`src/sv/layer_priority_pixel_compositor_core_defines.svh`:
```
// assertion macros for the pixel compositor
`ifndef LAYER_PRIORITY_PIXEL_COMPOSITOR_CORE_DEFINES_SVH
`define LAYER_PRIORITY_PIXEL_COMPOSITOR_CORE_DEFINES_SVH
`ifndef NO_ASSERTIONS
`define LPPC_ASSERT(lbl, prop) \
  lbl: assert property (@(posedge clk_i) disable iff (!rst_ni) (prop)) \
    else $error("lppc assertion failed");
`define LPPC_ASSERT_IMPL(lbl, ante, cons) \
  lbl: assert property (@(posedge clk_i) disable iff (!rst_ni) (ante) |-> (cons)) \
    else $error("lppc assertion failed");
`else
`define LPPC_ASSERT(lbl, prop)
`define LPPC_ASSERT_IMPL(lbl, ante, cons)
`endif
`endif

```
`src/sv/lppc_pkg.sv`:
```
package lppc_pkg;

  localparam int LPPC_LINE_DEPTH  = 512;
  localparam int LPPC_LINE_TABLES = 3;
  localparam int LPPC_LAYER_COUNT = 6;
  localparam int LPPC_Q_DEPTH     = 4;

  localparam logic [2:0]  BACK_ID       = 3'd6;
  localparam logic [1:0]  SHADOW_NORMAL = 2'd1;
  localparam logic [1:0]  SHADOW_MSB    = 2'd2;
  localparam logic        OP_ENTRY      = 1'b0;
  localparam logic        OP_LINE_WRITE = 1'b1;
  localparam logic        REG_BLEND_MODE = 1'b0;
  localparam logic        REG_SPRITE_WIN = 1'b1;
  localparam logic [31:0] SHADOW_COLOR  = 32'h2000_0000;

  typedef enum logic [1:0] {
    MODE_TOP    = 2'd0,
    MODE_BOTTOM = 2'd1,
    MODE_ADD    = 2'd2
  } mode_e;

  typedef struct packed {
    logic [31:0] color;
    logic [2:0]  prio;
    logic [2:0]  layer;
    logic [1:0]  line_sel;
    logic [1:0]  kind;
    logic        shadow;
  } entry_t;

  typedef struct packed {
    logic        is_write;
    logic [31:0] color;
    logic [1:0]  line_sel;
    logic [1:0]  kind;
    logic [31:0] s1_color;
    logic        s1_shadow;
    logic [8:0]  line_y;
  } job_t;

  // floor(x / 255) for x below 65535
  function automatic logic [7:0] div255(logic [15:0] x);
    logic [16:0] s;
    logic [16:0] r;
    s = 17'(x) + 17'd1;
    r = (s + (s >> 8)) >> 8;
    return r[7:0];
  endfunction

  function automatic logic [7:0] mix8(logic [7:0] t, logic [7:0] b, logic [7:0] a);
    logic [8:0] sum;
    sum = 9'(div255(16'(t) * 16'(a))) + 9'(div255(16'(b) * 16'(8'hFF - a)));
    return sum[7:0];
  endfunction

  function automatic logic [31:0] blend(logic [1:0] mode, logic [31:0] top,
                                        logic [31:0] bot);
    logic [7:0] a;
    logic [8:0] r;
    logic [8:0] g;
    logic [8:0] b;
    logic [31:0] res;
    r = 9'(top[23:16]) + 9'(bot[23:16]);
    g = 9'(top[15:8]) + 9'(bot[15:8]);
    b = 9'(top[7:0]) + 9'(bot[7:0]);
    unique case (mode)
      MODE_BOTTOM: begin
        a = {bot[29:24], 2'b11};
        if (!top[31]) begin
          res = top;
        end else begin
          res = {2'b00, top[29:24], mix8(top[23:16], bot[23:16], a),
                 mix8(top[15:8], bot[15:8], a), mix8(top[7:0], bot[7:0], a)};
        end
      end
      MODE_ADD: begin
        a = 8'd0;
        res = {8'h3F, r[8] ? 8'hFF : r[7:0], g[8] ? 8'hFF : g[7:0],
               b[8] ? 8'hFF : b[7:0]};
      end
      default: begin
        a = {top[29:24], 2'b11};
        res = {8'h3F, mix8(top[23:16], bot[23:16], a),
               mix8(top[15:8], bot[15:8], a), mix8(top[7:0], bot[7:0], a)};
      end
    endcase
    return res;
  endfunction

  function automatic logic is_trans(logic [1:0] mode, logic [31:0] p);
    logic t;
    if (mode == MODE_BOTTOM || mode == MODE_ADD) begin
      t = p[31];
    end else begin
      t = (p[29:24] != 6'h3F);
    end
    return t;
  endfunction

endpackage

```
`src/sv/lppc_fifo.sv`:
```
module lppc_fifo
  import lppc_pkg::*;
#(
  parameter int Depth = LPPC_Q_DEPTH
) (
  input  logic clk_i,
  input  logic rst_ni,
  input  logic wr_i,
  input  job_t wr_data_i,
  input  logic rd_i,
  output job_t rd_data_o,
  output logic full_o,
  output logic empty_o
);

  localparam int PW = (Depth > 1) ? $clog2(Depth) : 1;
  localparam int CW = $clog2(Depth + 1);

  job_t          mem_q [Depth];
  logic [PW-1:0] wptr_q, wptr_d;
  logic [PW-1:0] rptr_q, rptr_d;
  logic [CW-1:0] cnt_q, cnt_d;

  assign full_o    = (cnt_q == CW'(Depth));
  assign empty_o   = (cnt_q == '0);
  assign rd_data_o = mem_q[rptr_q];

  always_comb begin
    wptr_d = wptr_q;
    rptr_d = rptr_q;
    cnt_d  = cnt_q;
    if (wr_i) begin
      wptr_d = (wptr_q == PW'(Depth - 1)) ? '0 : wptr_q + PW'(1);
    end
    if (rd_i) begin
      rptr_d = (rptr_q == PW'(Depth - 1)) ? '0 : rptr_q + PW'(1);
    end
    if (wr_i && !rd_i) begin
      cnt_d = cnt_q + CW'(1);
    end else if (rd_i && !wr_i) begin
      cnt_d = cnt_q - CW'(1);
    end
  end

  always_ff @(posedge clk_i or negedge rst_ni) begin
    if (!rst_ni) begin
      wptr_q <= '0;
      rptr_q <= '0;
      cnt_q  <= '0;
    end else begin
      wptr_q <= wptr_d;
      rptr_q <= rptr_d;
      cnt_q  <= cnt_d;
    end
  end

  always_ff @(posedge clk_i) begin
    if (wr_i) begin
      mem_q[wptr_q] <= wr_data_i;
    end
  end

endmodule

```
`config.mk`:
```
export PLATFORM = sky130hd
export DESIGN_NAME = lppc_fifo
export DESIGN_NICKNAME = d
export VERILOG_FILES = /design/src/sv/layer_priority_pixel_compositor_core_defines.svh /design/src/sv/lppc_pkg.sv /design/src/sv/lppc_fifo.sv
export SDC_FILE = /design/constraint.sdc
export NUM_CORES = 1
export LEC_CHECK = 0
export ABC_AREA = 1
export BUFFER_PORTS_ARGS = -buffer_cell sky130_fd_sc_hd__buf_2
export CORE_MARGIN = 2
export CORE_UTILIZATION = 60
export DETAILED_ROUTE_END_ITERATION = 8
export GPL_TIMING_DRIVEN = 1
export PLACE_DENSITY = 0.82
export SLEW_MARGIN = 30
export SYNTH_ARGS = -nofsm -noshare
export SYNTH_HDL_FRONTEND = slang
export SYNTH_SLANG_ARGS = --single-unit
```
`constraint.sdc`:
```
create_clock -name clk_i -period 7.7 [get_ports clk_i]
set_input_delay 0.77 -clock clk_i [delete_from_list [all_inputs] [get_ports clk_i]]
set_output_delay 0.77 -clock clk_i [all_outputs]
set_load 0.05 [all_outputs]
```
Yosys cells after proc, flatten, opt, wreduce, memory -nomap -nowiden. Memory sizes are Yosys's and may differ from the RTL's. Cells that the tools add are included.

Register bits: 7. Memory bits (writable): 316. Bits of input ports: 83. Output and inout bits: 81. Logic and storage cells: 23. Memories kept: 1.

Add/sub/neg operators: 4. Eq/ne operators: 3. Muxes and demuxes: 6. Reductions and logical operators: 6.

Memories: mem_q (words 4, width 79, read ports 1, clocked after memory_dff 0, wr ports 1, line lppc_fifo.sv:19) `job_t mem_q [Depth];`.

Operator list (number): 3-bit 2-to-1 mux (2); 2-bit by 1-bit adder with 2-bit output, second input constant (2); 2-bit equality test, second input constant (2); 2-bit 2-to-1 mux (2); 3-bit by 1-bit adder with 3-bit output, second input constant (1); 3-bit equality test, second input constant (1); 3-bit zero test (1); 3-bit by 1-bit subtractor with 3-bit output, second input constant (1); 1-bit logical AND (2); 1-bit zero test (2); 1-bit 2-to-1 mux (2); 2-bit nonzero test (1).

Logic depth before layout (Yosys ltp). Gate-level depths: netlist of run 1.

Depth in word-level cells: 4. Gate-level depth with buffers: 9. Depth with buffers taken out: 9.

Worst setup path after synthesis of run 1. No wires, ideal clock.

Path kind: input to register. From: in wr_i. To: mem mem_q[3][0] (netlist name) (enable). Library setup time: 433 ps. Arrival: 2343 ps. Data required time: 7267 ps. Setup slack: 4924 ps. Cell stages on the path: 2. Buffers on the path: 0. Cell sequence: nand2_1 -> inv_1.

Longest elaborated chain between the ends: 2.

RTL lines: start: declaration (line lppc_fifo.sv:8) `input logic wr_i,`; 1-bit 2-to-1 mux (line lppc_fifo.sv:58) `if (wr_i) begin`; 1-bit 2-to-1 mux (not written as such) (line lppc_fifo.sv:59) `mem_q[wptr_q] <= wr_data_i;`; end: declaration (line lppc_fifo.sv:19).

Every way passes these cells.

==> results.json, run 1 <==
{
  "cts_sinks": 323,
  "cp_max_fo": 108,
  "ys.flop_type": "edfxtp_1",
  "required_ps": 6930,
  "leakagePower_uw": 0.00618,
  "die_height_um": 152,
  "cts_tree": "built",
  "synth_edf_count": 316,
  "syn_inst": 974,
  "fin_hold_ws_ps": 97.3,
  "nFillCells": 1451,
  "synth.area.top_cells": "edfxtp_1, nand2_1, o211ai_1",
  "gp_congestion": 0.742,
  "yosysMostFrequentCell": "edfxtp_1",
  "first_iter_violations": 467,
  "yosysTopAreaCell": "edfxtp_1",
  "cp_slowest_stage_delay_ps": 630,
  "crit_chain": "inv_8 > buf_6 > o211ai_1 > nand2_1 > buf_2",
  "path_buf_inv": 3,
  "relSlewSlack": 0.376,
  "final_nets": 1219,
  "criticalPathCategory": "reg2out",
  "setup_viol": 0,
  "cts_hold_buf": 0,
  "io_buffers": 163,
  "drcViolationCount": 0,
  "start_util": 0.607,
  "power_uw": 6430,
  "status": "finished, final reports clean",
  "synth_commonest_cells": "edfxtp_1, nand2_1, inv_1",
  "synthArstFlopShare": 0.0217,
  "synth_warnings": 0,
  "cp.arrival_ps": 2760,
  "floorplan.rows": 54,
  "insertion_delay_ps": 510,
  "wl_mm": 24.4,
  "via_per_inst": 5.30,
  "worstMarginPinSlew_ps": 936,
  "hold_class": "in2async",
  "period_minus_slack_ps": 3530,
  "tns_ps": 0,
  "route.vias.total": 7589,
  "startpoint_type": "flip-flop",
  "peakVddDrop_mv": 0.293,
  "grt_antenna_before_repair": 3,
  "grt_pass1_wl_mm": 39.0,
  "fin_crit_sh": 0.458,
  "grt_max_degree": 110,
  "end_kind": "primary output",
  "first_pass_iters": 4,
  "cp_slowest_cell": "buf_6",
  "final_max_slew_viol_count": 0,
  "synth_top_area_share": 0.724,
  "post_cts_buffers": 0,
  "synthesis.nets": 1064,
  "cts_resized": 0,
  "fmax_ghz": 0.283,
  "die_w_um": 152,
  "cts-buffers-inserted": 34,
  "synth.avg_cell_area_sq_um": 13.5,
  "wl_per_cell_um": 17.1,
  "grtUsageTotal": 0.212,
  "grt_pass1_vias": 7708,
  "crit_family": "buffers and inverters",
  "finalHoldViolCount": 0,
  "synth_seq_cells": 323,
  "skew_ps": 16.3,
  "root_buffer": "clkbuf_16",
  "cts_max_level": 2,
  "clk_pin_slew_worst_paths_ps": 60,
  "ys_types": 20,
  "clk_path_buf_depth": 3,
  "hpwl_mm": 14.2,
  "antenna_left": 0,
  "grt_setup_unrepaired": "no",
  "syn-cell-area_sq_mm": 0.0131,
  "pin_count": 164,
  "synth-seq-area-share": 0.737,
  "drive_gt1_frac": 0.227,
  "design.core.area_sq_mm": 0.0216,
  "dieArea_sq_mm": 0.0231,
  "gr-total-overflow": 0,
  "syn_to_final_growth_pct": 15.0,
  "powerDensity_mw_per_mm2": 426,
  "max_cap_violations": 0
}
[metrics by stage]
| stage | worst slack, ps | std cells | cell area (sq um) | util |
|---|---|---|---|---|
| global route | 3950 | 1430 | 15100 | 0.698 |
| global placement | 4550 | 1373 | 14000 | 0.648 |
| floorplan | 4920 | 974 | 13100 | - |
| CTS | 3930 | 1429 | 15100 | 0.697 |
| finish | 4170 | 1432 | 15100 | 0.698 |
| detailed placement | 4470 | 1373 | 14000 | 0.649 |
[registers in the layout (all words and copies together), names as in the netlist]
signal,flops
wptr_q,2
rptr_q,2
mem_q,316
cnt_q,3
[power by group]
part	internal, uW	switching [uW]
logic	549	1960
clock network	926	618
registers	2260	119
total	3730	2700
[cell type report]
cell class	count	area, sq um	share of cell area
tap	280	350	0.0232
sequential	323	9670	0.641
clock buffer	40	895	0.0593
inverter	171	657	0.0435
antenna	3	7.51	0.000498
multi-input combinational	428	2470	0.164
timing repair buffer	171	887	0.0588
clock inverter	16	154	0.0102
[worst paths after layout]
| kind | slack [ps] | to | startpoint | cells past startpoint |
|---|---|---|---|---|
| max | 4170 | rd_data_o[62] | rptr_q[0] | 5 |
| max reg2reg | 5360 | mem_q[0][22] | wptr_q[0] | 5 |
| max in group asynchronous | 7430 | rptr_q[1] | rst_ni | 1 |
| min | 100 | rptr_q[1] | rst_ni | 1 |
| min in group clk_i | 480 | mem_q[3][45] | wr_data_i[45] | 1 |
| min reg2reg | 500 | cnt_q[2] | cnt_q[2] | 2 |
[layout by cell type (no fill, tap or decap), types with 6 or more instances in the layout]
master and n:
edfxtp_1 316, nand2_1 253, inv_1 164, buf_2 163
o211ai_1 121, o211ai_2 37, clkbuf_16 35, clkinv_2 9
ha_1 6, clkinv_1 6, dfrtp_1 6
[kinds of logic after synthesis]
family,count (synthesis),share of synthesized area
AOI/OAI and AO/OA,162,0.106
xor gates and xnor gates,1,0.000668
DFF,323,0.737
adders and majority gates,7,0.00725
buffers and inverters,223,0.0748
and+or+nand+nor,258,0.0743
[routing by layer]
layer / up-vias / GRT usage / routed length [um]
met5: - / 0 / 0
met4: 0 / 0.0623 / 485
met3: 40 / 0.0508 / 1380
met2: 180 / 0.378 / 12700
met1: 3656 / 0.260 / 9850
li1: 3713 / - / -
No activity file was read; power rests on OpenSTA's default activity.
==> run 2: changes to the inputs <==
CORE_UTILIZATION = 52   (was 60)
PLACE_DENSITY = 0.76   (was 0.82)
clock period = 2.9 ns   (was 7.7 ns; I/O delays follow)
==> run 2 against run 1 <==
Effect of this change: core utilization fell by 6.2 points; design area rose by 5.2%; non-clock buffer count rose by 63; critical path depth did not move; sequential power rose to 2.6 times the previous value; combinational power rose to 2.8 times the previous value; global-route usage fell by 2.1 points; clock power rose to 2.6 times the previous value; die area rose by 15%; first-iteration DRC count rose by 6.9%.
==> results.json, run 2 (synthesized netlist as in run 1, its figures left out) <==
{
  "top_register": "mem_q",
  "status": "finished, final reports clean",
  "post_cts_buffers": 0,
  "clk_path_buf_depth": 3,
  "cts_resized": 0,
  "start_util": 0.525,
  "floorplan.rows": 58,
  "final_common_cell": "edfxtp_1",
  "first_pass_iters": 5,
  "cts_hold_buf": 54,
  "grt_pass1_vias": 7587,
  "cts-buffers-inserted": 34,
  "grt_setup_unrepaired": "no",
  "fin_crit_sh": 0.883,
  "cp_max_fo": 99,
  "worstMarginPinSlew_ps": 596,
  "die_height_um": 163,
  "route.vias.total": 7862,
  "root_buffer": "clkbuf_16",
  "powerDensity_mw_per_mm2": 1090,
  "largest_register_ffs": 316,
  "design.core.area_sq_mm": 0.0250,
  "grtUsageTotal": 0.192,
  "gp_congestion": 0.745,
  "max_cap_violations": 0,
  "tns_ps": 0,
  "hold_class": "in2reg",
  "clk_pin_slew_worst_paths_ps": 60,
  "fmax_ghz": 0.390,
  "place_inst": 1432,
  "required_ps": 2610,
  "drive_gt1_frac": 0.221,
  "end_kind": "primary output",
  "seq_area_sq_mm": 0.00967,
  "cp.arrival_ps": 2270,
  "startpoint_type": "flip-flop",
  "gr-total-overflow": 0,
  "dieArea_sq_mm": 0.0265,
  "final_max_slew_viol_count": 0,
  "finalHoldViolCount": 0,
  "peakVddDrop_mv": 0.832,
  "cts_tree": "built",
  "syn_to_final_growth_pct": 21.0,
  "setup_viol": 0,
  "multiInputGateArea_sq_mm": 0.00247,
  "grt_antenna_before_repair": 4,
  "hpwl_mm": 14.6,
  "leakagePower_uw": 0.00649,
  "fin_cells": 1548,
  "insertion_delay_ps": 510,
  "cts_max_level": 2,
  "pin_count": 164,
  "skew_ps": 28.1,
  "nFillCells": 1825,
  "die_w_um": 163,
  "wl_per_cell_um": 16.5,
  "wl_mm": 25.6,
  "criticalPathCategory": "reg2out",
  "cts_sinks": 323,
  "first_iter_violations": 499,
  "grt_max_degree": 100,
  "via_per_inst": 5.08,
  "grt_pass1_wl_mm": 39.0,
  "antenna_left": 0,
  "final_cell_mix": "edfxtp_1, nand2_1, inv_1",
  "io_buffers": 163,
  "period_minus_slack_ps": 2560,
  "final_nets": 1282,
  "reg_top3": "mem_q x316, cnt_q x3",
  "drcViolationCount": 0,
  "relSlewSlack": 0.603
}
==> run 2: metrics by stage <==
| step | utilization | setup slack (ps) | hold WS [ps] | cell area, sq um | power [uW] |
|---|---|---|---|---|---|
| 2_1_floorplan | - | 276 | -5.59 | 13100 | 11700 |
| 3_3_place_gp | 0.573 | 878 | 139 | 14300 | 13300 |
| 3_5_place_dp | 0.573 | 855 | 140 | 14300 | 13400 |
| 4_1_cts | 0.636 | 328 | 0.431 | 15900 | 17500 |
| 5_1_grt | 0.636 | 153 | 1.41 | 15900 | 18200 |
| 6_report | 0.636 | 339 | 15.0 | 15900 | 17400 |
==> run 2: worst max-delay path: stages, from the launching register on <==
cell and delay [ps]:
dfrtp_1 450, inv_8 440, buf_4 360, o211ai_1 120
nand2_1 90, buf_2 250
==> run 2: per-layer routing <==
layer	global-route usage	vias up	wire (um)
met5	0	-	13
met4	0.0660	2	611
met3	0.0410	51	1460
met2	0.337	221	13000
met1	0.236	3746	10500
li1	-	3842	-
==> run 2: worst paths after layout <==
path,depth (start not counted),slack [ps],end,from
worst max-delay path,5,340,rd_data_o[60],rptr_q[0]
worst min-delay path,1,20,mem_q[3][78],wr_data_i[78]
worst max register to register,5,1030,mem_q[1][26],wptr_q[1]
worst min register to register,2,520,cnt_q[2],cnt_q[2]
max in group asynchronous,2,2540,rptr_q[1],rst_ni
min in group asynchronous,2,180,rptr_q[0],rst_ni
==> run 2: area by class of cell <==
type                            instances  share of cell area
Timing Repair Buffer                  234               0.102
Clock buffer                           46              0.0578
Antenna cell                            3            0.000473
Inverter                              171              0.0417
Multi-Input combinational cell        428               0.156
Clock inverter                         13             0.00725
Tap cell                              330              0.0260
Sequential cell                       323               0.609
==> run 2: report_power, final <==
group	internal (uW)	total (uW)	switching (uW)
Clock	2390	4050	1660
Sequential	5980	6200	217
Combinational	1690	7110	5420
Total	10100	17400	7300
